`config.mk`:
```
export PLATFORM = sky130hd
export DESIGN_NAME = usb_control_endpoint_responder
export DESIGN_NICKNAME = d
export VERILOG_FILES = /design/src/hdl/usbcer_pkg.sv /design/src/hdl/usb_control_endpoint_responder.sv /design/src/hdl/usbcer_front.sv /design/src/hdl/usbcer_queue.sv /design/src/hdl/usbcer_back.sv
export SDC_FILE = /design/constraint.sdc
export NUM_CORES = 1
export LEC_CHECK = 0
export ABC_AREA = 1
export BUFFER_PORTS_ARGS = -buffer_cell sky130_fd_sc_hd__buf_2
export CORE_MARGIN = 2
export CORE_UTILIZATION = 40
export DETAILED_ROUTE_END_ITERATION = 10
export PLACE_DENSITY = 0.64
export SLEW_MARGIN = 30
export SYNTH_ARGS = -nofsm -noshare
export SYNTH_HDL_FRONTEND = slang
export SYNTH_SLANG_ARGS = --single-unit
```
`constraint.sdc`:
```
create_clock -name clk -period 6.4 [get_ports clk]
set_input_delay 0 -clock clk [delete_from_list [all_inputs] [get_ports clk]]
set_output_delay 0 -clock clk [all_outputs]
set_load 0.005 [all_outputs]
```
`src/hdl/usbcer_pkg.sv`:
```
`timescale 1ns / 1ps

package usbcer_pkg;

    localparam int MAX_PACKET_DEFAULT  = 64;
    localparam int QUEUE_DEPTH_DEFAULT = 4;
    localparam int STRING_SLOTS        = 4;
    localparam int SIZE_W              = 7;

    localparam logic [15:0] REQ_SET_ADDRESS    = 16'h0500;
    localparam logic [15:0] REQ_SET_CONFIG     = 16'h0900;
    localparam logic [15:0] REQ_GET_DESC_DEV   = 16'h0680;
    localparam logic [15:0] REQ_GET_DESC_IFACE = 16'h0681;

    localparam logic [7:0]  DESC_TYPE_STRING = 8'h03;
    localparam logic [15:0] VAL_DEVICE       = 16'h0100;
    localparam logic [15:0] VAL_CONFIG       = 16'h0200;
    localparam logic [15:0] VAL_REPORT       = 16'h2200;

    localparam logic [7:0]  DEVICE_LEN_RESET = 8'd18;
    localparam logic [9:0]  CONFIG_LEN_RESET = 10'd41;

    typedef enum logic [2:0] {
        EV_SETUP     = 3'd0,
        EV_IN_DONE   = 3'd1,
        EV_OUT       = 3'd2,
        EV_SOF       = 3'd3,
        EV_BUS_RESET = 3'd4
    } event_t;

    typedef enum logic [1:0] {
        ACT_NONE  = 2'd0,
        ACT_ARMED = 2'd1,
        ACT_STALL = 2'd2
    } action_t;

    typedef enum logic [1:0] {
        SEL_DEVICE = 2'd0,
        SEL_CONFIG = 2'd1,
        SEL_REPORT = 2'd2,
        SEL_STRING = 2'd3
    } desc_sel_t;

    typedef enum logic [2:0] {
        CMD_STALL     = 3'd0,
        CMD_STATUS    = 3'd1,
        CMD_DATA      = 3'd2,
        CMD_IN        = 3'd3,
        CMD_BUS_RESET = 3'd4
    } cmd_op_t;

    typedef enum logic [2:0] {
        REG_DEVICE_LEN     = 3'd0,
        REG_CONFIG_LEN     = 3'd1,
        REG_REPORT_LEN     = 3'd2,
        REG_STRING_COUNT   = 3'd3,
        REG_STRING_LENGTHS = 3'd4
    } reg_idx_t;

    typedef enum logic {
        BACK_RUN    = 1'b0,
        BACK_SECOND = 1'b1
    } back_state_t;

    typedef struct packed {
        cmd_op_t     op;
        logic        set_addr;
        logic [6:0]  addr;
        desc_sel_t   sel;
        logic [1:0]  str;
        logic [15:0] len;
    } cmd_t;

    typedef struct packed {
        action_t           action;
        logic [15:0]       offset;
        logic [SIZE_W-1:0] size;
        desc_sel_t         sel;
        logic [1:0]        str;
        logic              toggle;
        logic              odd;
        logic              addr_write;
        logic [6:0]        addr;
        logic              last;
    } result_t;

    typedef struct packed {
        logic [7:0]  device_len;
        logic [9:0]  config_len;
        logic [9:0]  report_len;
        logic [2:0]  string_count;
        logic [31:0] string_lengths;
    } cfg_t;

endpackage

```
`src/hdl/usb_control_endpoint_responder.sv`:
```
`timescale 1ns / 1ps

// Endpoint 0 control responder: takes one bus event per item (setup, IN done, OUT, SOF,
// bus reset) and returns the packets to arm, stall or address writes it causes. The front
// end decodes an item in the cycle it is accepted and places it in a QUEUE_DEPTH-entry
// command queue (four entries by default), so items are taken one per cycle until the
// queue fills. The back end holds the transfer state and loads one result per cycle into
// the output register while the output is not stalled; a setup that needs two packets
// passes through BACK_SECOND before the next item is taken. Descriptor lengths are to be
// set through the APB registers while no item is in flight; the block does not enforce it.
module usb_control_endpoint_responder
#(
    parameter int MAX_PACKET  = usbcer_pkg::MAX_PACKET_DEFAULT,
    parameter int QUEUE_DEPTH = usbcer_pkg::QUEUE_DEPTH_DEFAULT
)
(
    input  logic        clk,
    input  logic        rst_n,

    input  logic        psel,
    input  logic        penable,
    input  logic        pwrite,
    input  logic [4:0]  paddr,
    input  logic [31:0] pwdata,
    output logic [31:0] prdata,
    output logic        pready,

    input  logic        in_valid,
    output logic        in_stall,
    input  logic [2:0]  req_type,
    input  logic [15:0] request_and_type,
    input  logic [15:0] setup_value,
    input  logic [15:0] setup_length,

    output logic        out_valid,
    input  logic        out_stall,
    output logic [1:0]  action,
    output logic [15:0] packet_offset,
    output logic [6:0]  packet_size,
    output logic [1:0]  descriptor_select,
    output logic [1:0]  string_number,
    output logic        data_toggle,
    output logic        buffer_odd,
    output logic        address_write,
    output logic [6:0]  device_address,
    output logic        last
);

    usbcer_pkg::cfg_t    cfg_reg;
    usbcer_pkg::cfg_t    cfg_next;
    logic                cfg_write;
    logic                push;
    logic                queue_full;
    usbcer_pkg::cmd_t    push_cmd;
    logic                pop;
    logic                pop_valid;
    usbcer_pkg::cmd_t    pop_cmd;
    usbcer_pkg::result_t res;

    assign pready    = 1'b1;
    assign cfg_write = psel && penable && pwrite;

    always_comb
    begin
        cfg_next = cfg_reg;
        if (cfg_write)
        begin
            unique case (paddr[4:2])
                usbcer_pkg::REG_DEVICE_LEN:     cfg_next.device_len     = pwdata[7:0];
                usbcer_pkg::REG_CONFIG_LEN:     cfg_next.config_len     = pwdata[9:0];
                usbcer_pkg::REG_REPORT_LEN:     cfg_next.report_len     = pwdata[9:0];
                usbcer_pkg::REG_STRING_COUNT:   cfg_next.string_count   = pwdata[2:0];
                usbcer_pkg::REG_STRING_LENGTHS: cfg_next.string_lengths = pwdata;
                default:                        cfg_next = cfg_reg;
            endcase
        end
    end

    always_comb
    begin
        unique case (paddr[4:2])
            usbcer_pkg::REG_DEVICE_LEN:     prdata = {24'b0, cfg_reg.device_len};
            usbcer_pkg::REG_CONFIG_LEN:     prdata = {22'b0, cfg_reg.config_len};
            usbcer_pkg::REG_REPORT_LEN:     prdata = {22'b0, cfg_reg.report_len};
            usbcer_pkg::REG_STRING_COUNT:   prdata = {29'b0, cfg_reg.string_count};
            usbcer_pkg::REG_STRING_LENGTHS: prdata = cfg_reg.string_lengths;
            default:                        prdata = '0;
        endcase
    end

    always_ff @(posedge clk or negedge rst_n)
    begin
        if (!rst_n)
        begin
            cfg_reg.device_len     <= usbcer_pkg::DEVICE_LEN_RESET;
            cfg_reg.config_len     <= usbcer_pkg::CONFIG_LEN_RESET;
            cfg_reg.report_len     <= '0;
            cfg_reg.string_count   <= '0;
            cfg_reg.string_lengths <= '0;
        end
        else
        begin
            cfg_reg <= cfg_next;
        end
    end

    usbcer_front u_front
    (
        .in_valid         (in_valid),
        .in_stall         (in_stall),
        .req_type         (req_type),
        .request_and_type (request_and_type),
        .setup_value      (setup_value),
        .setup_length     (setup_length),
        .cfg              (cfg_reg),
        .queue_full       (queue_full),
        .push             (push),
        .cmd              (push_cmd)
    );

    usbcer_queue
    #(
        .DEPTH (QUEUE_DEPTH)
    )
    u_queue
    (
        .clk       (clk),
        .rst_n     (rst_n),
        .push      (push),
        .push_data (push_cmd),
        .full      (queue_full),
        .pop       (pop),
        .pop_valid (pop_valid),
        .pop_data  (pop_cmd)
    );

    usbcer_back
    #(
        .MAX_PACKET (MAX_PACKET)
    )
    u_back
    (
        .clk       (clk),
        .rst_n     (rst_n),
        .cmd_valid (pop_valid),
        .cmd       (pop_cmd),
        .cmd_pop   (pop),
        .out_stall (out_stall),
        .out_valid (out_valid),
        .res       (res)
    );

    assign action            = res.action;
    assign packet_offset     = res.offset;
    assign packet_size       = res.size;
    assign descriptor_select = res.sel;
    assign string_number     = res.str;
    assign data_toggle       = res.toggle;
    assign buffer_odd        = res.odd;
    assign address_write     = res.addr_write;
    assign device_address    = res.addr;
    assign last              = res.last;

endmodule

```
`src/hdl/usbcer_front.sv`:
```
`timescale 1ns / 1ps

module usbcer_front
(
    input  logic                in_valid,
    output logic                in_stall,
    input  logic [2:0]          req_type,
    input  logic [15:0]         request_and_type,
    input  logic [15:0]         setup_value,
    input  logic [15:0]         setup_length,
    input  usbcer_pkg::cfg_t    cfg,
    input  logic                queue_full,
    output logic                push,
    output usbcer_pkg::cmd_t    cmd
);

    logic [2:0]  str_limit;
    logic        str_hit;
    logic [7:0]  str_len;
    logic [15:0] desc_len;
    logic        keep;

    assign in_stall  = queue_full;
    assign str_limit = (cfg.string_count > 3'(usbcer_pkg::STRING_SLOTS))
                     ? 3'(usbcer_pkg::STRING_SLOTS) : cfg.string_count;
    assign str_hit   = {5'b0, str_limit} > setup_value[7:0];
    assign str_len   = cfg.string_lengths[{setup_value[1:0], 3'b000} +: 8];

    always_comb
    begin
        cmd          = '0;
        cmd.op       = usbcer_pkg::CMD_STALL;
        cmd.addr     = setup_value[6:0];
        cmd.set_addr = (request_and_type == usbcer_pkg::REQ_SET_ADDRESS);
        desc_len     = '0;
        keep         = 1'b1;
        priority case (req_type)
            usbcer_pkg::EV_SETUP:
            begin
                priority if (request_and_type == usbcer_pkg::REQ_SET_ADDRESS
                             || request_and_type == usbcer_pkg::REQ_SET_CONFIG)
                begin
                    cmd.op = usbcer_pkg::CMD_STATUS;
                end
                else if (request_and_type == usbcer_pkg::REQ_GET_DESC_DEV
                         || request_and_type == usbcer_pkg::REQ_GET_DESC_IFACE)
                begin
                    cmd.op = usbcer_pkg::CMD_DATA;
                    priority if (setup_value[15:8] == usbcer_pkg::DESC_TYPE_STRING)
                    begin
                        if (str_hit)
                        begin
                            cmd.sel  = usbcer_pkg::SEL_STRING;
                            cmd.str  = setup_value[1:0];
                            desc_len = {8'b0, str_len};
                        end
                        else
                        begin
                            cmd.op = usbcer_pkg::CMD_STALL;
                        end
                    end
                    else if (setup_value == usbcer_pkg::VAL_DEVICE)
                    begin
                        cmd.sel  = usbcer_pkg::SEL_DEVICE;
                        desc_len = {8'b0, cfg.device_len};
                    end
                    else if (setup_value == usbcer_pkg::VAL_CONFIG)
                    begin
                        cmd.sel  = usbcer_pkg::SEL_CONFIG;
                        desc_len = {6'b0, cfg.config_len};
                    end
                    else if (setup_value == usbcer_pkg::VAL_REPORT)
                    begin
                        cmd.sel  = usbcer_pkg::SEL_REPORT;
                        desc_len = {6'b0, cfg.report_len};
                    end
                    else
                    begin
                        cmd.op = usbcer_pkg::CMD_STALL;
                    end
                end
                else
                begin
                    cmd.op = usbcer_pkg::CMD_STALL;
                end
                // cut the reply to the host's length
                cmd.len = (desc_len > setup_length) ? setup_length : desc_len;
            end
            usbcer_pkg::EV_IN_DONE:
            begin
                cmd.op = usbcer_pkg::CMD_IN;
            end
            usbcer_pkg::EV_BUS_RESET:
            begin
                cmd.op = usbcer_pkg::CMD_BUS_RESET;
            end
            default:
            begin
                // drop OUT, SOF and unused codes
                keep = 1'b0;
            end
        endcase
    end

    assign push = in_valid && !queue_full && keep;

endmodule

```
`src/hdl/usbcer_queue.sv`:
```
`timescale 1ns / 1ps

module usbcer_queue
#(
    parameter int DEPTH = usbcer_pkg::QUEUE_DEPTH_DEFAULT
)
(
    input  logic                clk,
    input  logic                rst_n,
    input  logic                push,
    input  usbcer_pkg::cmd_t    push_data,
    output logic                full,
    input  logic                pop,
    output logic                pop_valid,
    output usbcer_pkg::cmd_t    pop_data
);

    localparam int PtrW = (DEPTH > 1) ? $clog2(DEPTH) : 1;
    localparam int CntW = $clog2(DEPTH + 1);

    usbcer_pkg::cmd_t  slot_reg [DEPTH];
    logic [PtrW-1:0]   wr_ptr_reg;
    logic [PtrW-1:0]   wr_ptr_next;
    logic [PtrW-1:0]   rd_ptr_reg;
    logic [PtrW-1:0]   rd_ptr_next;
    logic [CntW-1:0]   count_reg;
    logic [CntW-1:0]   count_next;
    logic              do_pop;

    assign full      = (count_reg == CntW'(DEPTH));
    assign pop_valid = (count_reg != '0);
    assign pop_data  = slot_reg[rd_ptr_reg];
    assign do_pop    = pop && pop_valid;

    always_comb
    begin
        wr_ptr_next = wr_ptr_reg;
        rd_ptr_next = rd_ptr_reg;
        count_next  = count_reg;
        if (push)
        begin
            wr_ptr_next = (wr_ptr_reg == PtrW'(DEPTH - 1)) ? '0 : wr_ptr_reg + 1'b1;
        end
        if (do_pop)
        begin
            rd_ptr_next = (rd_ptr_reg == PtrW'(DEPTH - 1)) ? '0 : rd_ptr_reg + 1'b1;
        end
        if (push && !do_pop)
        begin
            count_next = count_reg + 1'b1;
        end
        else if (do_pop && !push)
        begin
            count_next = count_reg - 1'b1;
        end
    end

    always_ff @(posedge clk or negedge rst_n)
    begin
        if (!rst_n)
        begin
            wr_ptr_reg <= '0;
            rd_ptr_reg <= '0;
            count_reg  <= '0;
        end
        else
        begin
            wr_ptr_reg <= wr_ptr_next;
            rd_ptr_reg <= rd_ptr_next;
            count_reg  <= count_next;
        end
    end

    always_ff @(posedge clk)
    begin
        if (push)
        begin
            slot_reg[wr_ptr_reg] <= push_data;
        end
    end

endmodule

```
`src/hdl/usbcer_back.sv`:
```
`timescale 1ns / 1ps

module usbcer_back
#(
    parameter int MAX_PACKET = usbcer_pkg::MAX_PACKET_DEFAULT
)
(
    input  logic                 clk,
    input  logic                 rst_n,
    input  logic                 cmd_valid,
    input  usbcer_pkg::cmd_t     cmd,
    output logic                 cmd_pop,
    input  logic                 out_stall,
    output logic                 out_valid,
    output usbcer_pkg::result_t  res
);

    localparam logic [15:0] MaxPkt = 16'(MAX_PACKET);

    usbcer_pkg::back_state_t state_reg;
    usbcer_pkg::back_state_t state_next;
    logic [15:0]             br_reg;
    logic [15:0]             br_next;
    logic [15:0]             off_reg;
    logic [15:0]             off_next;
    usbcer_pkg::desc_sel_t   sel_reg;
    usbcer_pkg::desc_sel_t   sel_next;
    logic [1:0]              str_reg;
    logic [1:0]              str_next;
    logic                    tog_reg;
    logic                    tog_next;
    logic                    odd_reg;
    logic                    odd_next;
    logic                    setaddr_reg;
    logic                    setaddr_next;
    logic [6:0]              saddr_reg;
    logic [6:0]              saddr_next;
    logic                    out_valid_reg;
    logic                    out_valid_next;
    usbcer_pkg::result_t     res_reg;
    usbcer_pkg::result_t     res_next;

    logic                    out_free;
    logic                    setup_cmd;
    logic                    data_cmd;
    logic [15:0]             arm_br;
    logic [15:0]             arm_off;
    usbcer_pkg::desc_sel_t   arm_sel;
    logic [1:0]              arm_str;
    logic                    arm_tog;
    logic [15:0]             arm_size;
    logic [15:0]             arm_rem;
    logic [15:0]             arm_next_off;
    usbcer_pkg::result_t     arm_res;

    assign out_free  = !out_valid_reg || !out_stall;
    assign cmd_pop   = (state_reg == usbcer_pkg::BACK_RUN) && cmd_valid && out_free;
    assign data_cmd  = (state_reg == usbcer_pkg::BACK_RUN)
                    && (cmd.op == usbcer_pkg::CMD_DATA);
    assign setup_cmd = data_cmd || ((state_reg == usbcer_pkg::BACK_RUN)
                    && (cmd.op == usbcer_pkg::CMD_STATUS));

    assign arm_br       = setup_cmd ? cmd.len : br_reg;
    assign arm_off      = data_cmd ? 16'd0 : off_reg;
    assign arm_sel      = data_cmd ? cmd.sel : sel_reg;
    assign arm_str      = data_cmd ? cmd.str : str_reg;
    assign arm_tog      = setup_cmd ? 1'b1 : tog_reg;
    assign arm_size     = (arm_br > MaxPkt) ? MaxPkt : arm_br;
    assign arm_rem      = arm_br - arm_size;
    assign arm_next_off = arm_off + arm_size;

    always_comb
    begin
        arm_res        = '0;
        arm_res.action = usbcer_pkg::ACT_ARMED;
        arm_res.offset = arm_off;
        arm_res.size   = arm_size[usbcer_pkg::SIZE_W-1:0];
        arm_res.sel    = arm_sel;
        arm_res.str    = arm_str;
        arm_res.toggle = arm_tog;
        arm_res.odd    = odd_reg;
    end

    always_comb
    begin
        state_next = state_reg;
        unique case (state_reg)
            usbcer_pkg::BACK_RUN:
            begin
                if (cmd_pop && data_cmd && arm_rem != 16'd0)
                begin
                    state_next = usbcer_pkg::BACK_SECOND;
                end
            end
            usbcer_pkg::BACK_SECOND:
            begin
                if (out_free)
                begin
                    state_next = usbcer_pkg::BACK_RUN;
                end
            end
            default:
            begin
                state_next = usbcer_pkg::BACK_RUN;
            end
        endcase
    end

    always_comb
    begin
        br_next        = br_reg;
        off_next       = off_reg;
        sel_next       = sel_reg;
        str_next       = str_reg;
        tog_next       = tog_reg;
        odd_next       = odd_reg;
        setaddr_next   = setaddr_reg;
        saddr_next     = saddr_reg;
        res_next       = res_reg;
        out_valid_next = out_free ? 1'b0 : out_valid_reg;
        unique case (state_reg)
            usbcer_pkg::BACK_SECOND:
            begin
                if (out_free)
                begin
                    res_next       = arm_res;
                    res_next.last  = 1'b1;
                    out_valid_next = 1'b1;
                    br_next        = arm_rem;
                    off_next       = arm_next_off;
                    tog_next       = !arm_tog;
                    odd_next       = !odd_reg;
                end
            end
            usbcer_pkg::BACK_RUN:
            begin
                if (cmd_pop)
                begin
                    unique case (cmd.op)
                        usbcer_pkg::CMD_STALL:
                        begin
                            res_next        = '0;
                            res_next.action = usbcer_pkg::ACT_STALL;
                            res_next.last   = 1'b1;
                            out_valid_next  = 1'b1;
                            tog_next        = 1'b1;
                            setaddr_next    = 1'b0;
                            saddr_next      = cmd.addr;
                        end
                        usbcer_pkg::CMD_STATUS, usbcer_pkg::CMD_DATA:
                        begin
                            res_next       = arm_res;
                            res_next.last  = (arm_rem == 16'd0);
                            out_valid_next = 1'b1;
                            br_next        = arm_rem;
                            off_next       = arm_next_off;
                            sel_next       = arm_sel;
                            str_next       = arm_str;
                            tog_next       = !arm_tog;
                            odd_next       = !odd_reg;
                            setaddr_next   = cmd.set_addr;
                            saddr_next     = cmd.addr;
                        end
                        usbcer_pkg::CMD_IN:
                        begin
                            if (br_reg != 16'd0)
                            begin
                                res_next            = arm_res;
                                res_next.addr_write = setaddr_reg;
                                res_next.addr       = setaddr_reg ? saddr_reg : 7'd0;
                                res_next.last       = 1'b1;
                                out_valid_next      = 1'b1;
                                br_next             = arm_rem;
                                off_next            = arm_next_off;
                                tog_next            = !arm_tog;
                                odd_next            = !odd_reg;
                            end
                            else if (setaddr_reg)
                            begin
                                res_next            = '0;
                                res_next.action     = usbcer_pkg::ACT_NONE;
                                res_next.addr_write = 1'b1;
                                res_next.addr       = saddr_reg;
                                res_next.last       = 1'b1;
                                out_valid_next      = 1'b1;
                            end
                        end
                        usbcer_pkg::CMD_BUS_RESET:
                        begin
                            res_next            = '0;
                            res_next.action     = usbcer_pkg::ACT_NONE;
                            res_next.addr_write = 1'b1;
                            res_next.last       = 1'b1;
                            out_valid_next      = 1'b1;
                            br_next             = '0;
                            off_next            = '0;
                            sel_next            = usbcer_pkg::SEL_DEVICE;
                            str_next            = '0;
                            tog_next            = 1'b0;
                            odd_next            = 1'b0;
                            setaddr_next        = 1'b0;
                            saddr_next          = '0;
                        end
                        default:
                        begin
                            out_valid_next = 1'b0;
                        end
                    endcase
                end
            end
            default:
            begin
                out_valid_next = 1'b0;
            end
        endcase
    end

    always_ff @(posedge clk or negedge rst_n)
    begin
        if (!rst_n)
        begin
            state_reg     <= usbcer_pkg::BACK_RUN;
            br_reg        <= '0;
            off_reg       <= '0;
            sel_reg       <= usbcer_pkg::SEL_DEVICE;
            str_reg       <= '0;
            tog_reg       <= 1'b0;
            odd_reg       <= 1'b0;
            setaddr_reg   <= 1'b0;
            saddr_reg     <= '0;
            out_valid_reg <= 1'b0;
        end
        else
        begin
            state_reg     <= state_next;
            br_reg        <= br_next;
            off_reg       <= off_next;
            sel_reg       <= sel_next;
            str_reg       <= str_next;
            tog_reg       <= tog_next;
            odd_reg       <= odd_next;
            setaddr_reg   <= setaddr_next;
            saddr_reg     <= saddr_next;
            out_valid_reg <= out_valid_next;
        end
    end

    always_ff @(posedge clk)
    begin
        res_reg <= res_next;
    end

    assign out_valid = out_valid_reg;
    assign res       = res_reg;

endmodule

```
==> out/metrics.json <==
{
  "drtAntennaViolNets": 0,
  "setup_tns_ns": 0,
  "synth_area_per_cell_um2": 9.19,
  "seqCellArea_mm2": 0.00788,
  "path_max_fanout": 18,
  "synth.top_cell.area_share_pct": 34.9,
  "hold_ws_ns": 0.0564,
  "yosys_register_bits": 282,
  "avgViaCountPerCell": 5.11,
  "cellLeakagePower_nw": 7.60,
  "drt_pre_antenna_iters": 7,
  "globalRouteMet2Util_pct": 34.8,
  "ys.warnings.count": 0,
  "fraction_of_layout_instances_using_a_drive_strength_above_1_pct": 16.0,
  "synthTopCellsByCount": "231 x sky130_fd_sc_hd__nand2_1, 189 x sky130_fd_sc_hd__nor2_1, 188 x sky130_fd_sc_hd__inv_1",
  "layoutNonFillerInstCount": 2261,
  "drt_iter0_markers": 770,
  "synth_seq_area_share_pct": 55.9,
  "die_area_mm2": 0.0368,
  "drt-wirelength-per-cell_um": 15.7,
  "worst-slew-pin-transition_ns": 0.985,
  "post-dp-hpwl_um": 24200,
  "post_synth_instance_area_mm2": 0.0141,
  "synth.area.top_cells": "sky130_fd_sc_hd__edfxtp_1 35%, sky130_fd_sc_hd__dfrtp_1 20%, sky130_fd_sc_hd__nand2_1 6.2%",
  "max-clock-path-buffers": 3,
  "largest_reg_flops": 124,
  "fin_crit_ns": 4.94,
  "port-buffer-count": 166,
  "drt_drc_violations_left": 0,
  "crit_path_start_kind": "input pin",
  "core_area_mm2": 0.0346,
  "gr-max-usage-layer": "met2",
  "ys_dominant_reg_cell": "sky130_fd_sc_hd__edfxtp_1",
  "timing.critical_path.buf_inv": 4,
  "routed-via-count": 11600,
  "slew_viol_final": 0,
  "grt_pass1_vias": 11500,
  "placed_cells": 2141,
  "postCtsSetupRepairBufs": 0,
  "nFillCells": 3213,
  "endpoint_kind": "flip-flop",
  "type_of_the_worst_min_delay_path": "input pin to async pin",
  "multi_input_area_mm2": 0.00532,
  "critical_path_cell_list": "dlygate4sd3_1 -> buf_2 -> nor3_1 -> nor3b_1 -> nand4_1 -> inv_1 -> nand4_1 -> nor2_1 -> a221oi_1 -> a211oi_1 -> ha_1 -> a21o_1 -> a31oi_1 -> o221ai_1 -> nand3_1 -> nand2_1 -> nand2_1 -> clkinv_1 -> a211oi_1",
  "rsz0062_at_grt": "false",
  "die_width_um": 192,
  "yosysTopAreaCell": "sky130_fd_sc_hd__edfxtp_1",
  "cp_slowest_stage_delay_ns": 0.78,
  "h_tree_depth": 1,
  "clock_sink_count": 282,
  "die_height_um": 192,
  "period_share_pct": 77.2,
  "detail_route.wirelength_um": 35600,
  "syn_to_final_growth_pct": 22.5,
  "grt_start_max_net_pins": 67,
  "fin_worst_skew_ns": 0.0183,
  "status": "finished, final reports clean",
  "pin_count": 170,
  "max_cap_violations": 0,
  "max-slew-margin-rel_pct": 34.1,
  "library_cell_contributing_the_largest_single_delay_on_the_critical_path": "sky130_fd_sc_hd__nor2_1",
  "grt_remaining_overflow": 0,
  "final_core_utilization_pct": 49.9,
  "cts-buffers-inserted": 31,
  "postPlaceCellArea_mm2": 0.0155,
  "routabilityCongestion": 0.865,
  "cts.reportedPaths.clkPinSlew_ns": 0.06,
  "report.power.total_mw": 8.10,
  "synthCells": 1533,
  "stdcell_area_mm2": 0.0173,
  "gr-usage-met3_pct": 2.56,
  "synth-edff-count": 164,
  "finalSetupViolCount": 0,
  "initial_utilization_pct": 40.7,
  "cts-root-buf": "sky130_fd_sc_hd__clkbuf_16",
  "grt_util_met1_pct": 25.7,
  "timing.rr.end": "u_back.off_reg[14]$_DFFE_PN0P_",
  "pre_cts_slack_ns": 1.49,
  "grt_first_pass_wirelength_um": 58400,
  "r2r_slack_ns": 1.48,
  "crit_arrival_ns": 5.20,
  "reg2regPathDepth": 31,
  "hold_viol_final": 0,
  "synthArstFlopShare_pct": 41.8,
  "critical_path_required_ns": 6.66,
  "vdd_drop_max_mv": 0.346,
  "placementRows": 68,
  "tritoncts_clock_tree": "done",
  "reg2reg_from": "u_queue.rd_ptr_reg[0]$_DFFE_PN0P_",
  "yosysMostFrequentCell": "sky130_fd_sc_hd__nand2_1",
  "gr-usage-all-layers_pct": 19.8,
  "post-route-worst-setup-slack_ns": 1.46,
  "worst_skew_pair.late_latency_ns": 0.56,
  "n_antenna_cell": 0,
  "cp_top_family": "simple AND/OR/NAND/NOR gates",
  "max_freq_mhz": 202,
  "post_cts.resized_instances": 0,
  "path_class": "input pin to flip-flop",
  "power_density_mw_per_mm2": 469,
  "grt_antenna_before_repair": 0,
  "layout.nets": 1914,
  "ys_types": 62
}
-- power breakdown --
group / switching (mW) / total [mW] / internal, mW / leakage [nW]
Sequential: 0.170 / 2.65 / 2.48 / 2.96
Clock: 0.718 / 1.96 / 1.24 / 0.555
Combinational: 2.38 / 3.49 / 1.11 / 4.08
Total: 3.27 / 8.10 / 4.82 / 7.60
-- worst max-delay path by stage --
stage                                      startpoint                               end  slack (ns)  depth (start not counted)
floorplan           u_queue.rd_ptr_reg[0]$_DFFE_PN0P_    u_back.off_reg[14]$_DFFE_PN0P_        2.37                         33
global placement    u_queue.rd_ptr_reg[0]$_DFFE_PN0P_    u_back.off_reg[14]$_DFFE_PN0P_        1.52                         30
detailed placement  u_queue.rd_ptr_reg[0]$_DFFE_PN0P_    u_back.off_reg[14]$_DFFE_PN0P_        1.49                         30
CTS                 u_queue.rd_ptr_reg[0]$_DFFE_PN0P_    u_back.off_reg[14]$_DFFE_PN0P_        1.46                         31
global route        u_queue.rd_ptr_reg[0]$_DFFE_PN0P_    u_back.off_reg[14]$_DFFE_PN0P_        0.79                         31
finish                                 setup_value[4]  u_queue.slot_reg[3][2]$_DFFE_PP_        1.46                         19
-- logic make-up (layout without fill, tap and decap cells) --
group | count (synthesis) | in the layout | share of synthesized area [%]
compound gates | 347 | 347 | 14.2
xor+xnor | 8 | 8 | 0.497
fa+ha+maj | 37 | 37 | 3.39
buf+inv | 263 | 504 | 7.35
flops | 282 | 282 | 55.9
mux | 1 | 1 | 0.0799
other cells | 2 | 34 | 0.0533
simple gates | 593 | 593 | 18.5
-- placed cells by master, fill, tap and decap left out, types with 5 or more instances in the layout --
master	count
sky130_fd_sc_hd__nand2_1	229
sky130_fd_sc_hd__inv_1	188
sky130_fd_sc_hd__nor2_1	184
sky130_fd_sc_hd__buf_2	165
sky130_fd_sc_hd__o21ai_0	164
sky130_fd_sc_hd__edfxtp_1	164
sky130_fd_sc_hd__dfrtp_1	113
sky130_fd_sc_hd__a21oi_1	76
sky130_fd_sc_hd__nand3_1	67
sky130_fd_sc_hd__dlygate4sd3_1	63
sky130_fd_sc_hd__o22ai_1	46
sky130_fd_sc_hd__nor3_1	42
sky130_fd_sc_hd__ha_1	35
sky130_fd_sc_hd__conb_1	34
sky130_fd_sc_hd__clkbuf_16	31
sky130_fd_sc_hd__buf_4	22
sky130_fd_sc_hd__nand4_1	19
sky130_fd_sc_hd__nand2_2	13
sky130_fd_sc_hd__a211oi_1	13
sky130_fd_sc_hd__clkinv_1	10
sky130_fd_sc_hd__a221oi_1	9
sky130_fd_sc_hd__o221ai_1	8
sky130_fd_sc_hd__nor2_2	8
sky130_fd_sc_hd__bufinv_16	8
sky130_fd_sc_hd__nor4_1	7
sky130_fd_sc_hd__xor2_1	6
sky130_fd_sc_hd__o21bai_1	5
sky130_fd_sc_hd__dfstp_2	5
sky130_fd_sc_hd__clkinv_2	5
-- layout make-up --
| class | count | area share, % |
|---|---|---|
| clock buffer | 36 | 4.78 |
| tap | 455 | 3.30 |
| inverter | 197 | 4.28 |
| timing repair buffer | 250 | 9.39 |
| clock inverter | 21 | 1.79 |
| sequential | 282 | 45.7 |
| multi-input combinational | 1020 | 30.8 |
-- routing by layer --
| layer | wire [um] | share of wire (%) |
|---|---|---|
| met3 | 1760 | 4.9 |
| met2 | 17100 | 48 |
| met1 | 15800 | 44 |
| met4 | 873 | 2.5 |
| met5 | 0 | 0 |
-- repair_timing --
item                                   CTS  global route
setup endpoints to repair                0             0
endpoints found under the hold margin  206             0
hold buffers                            63             0
(Power assumes the default switching activity.)
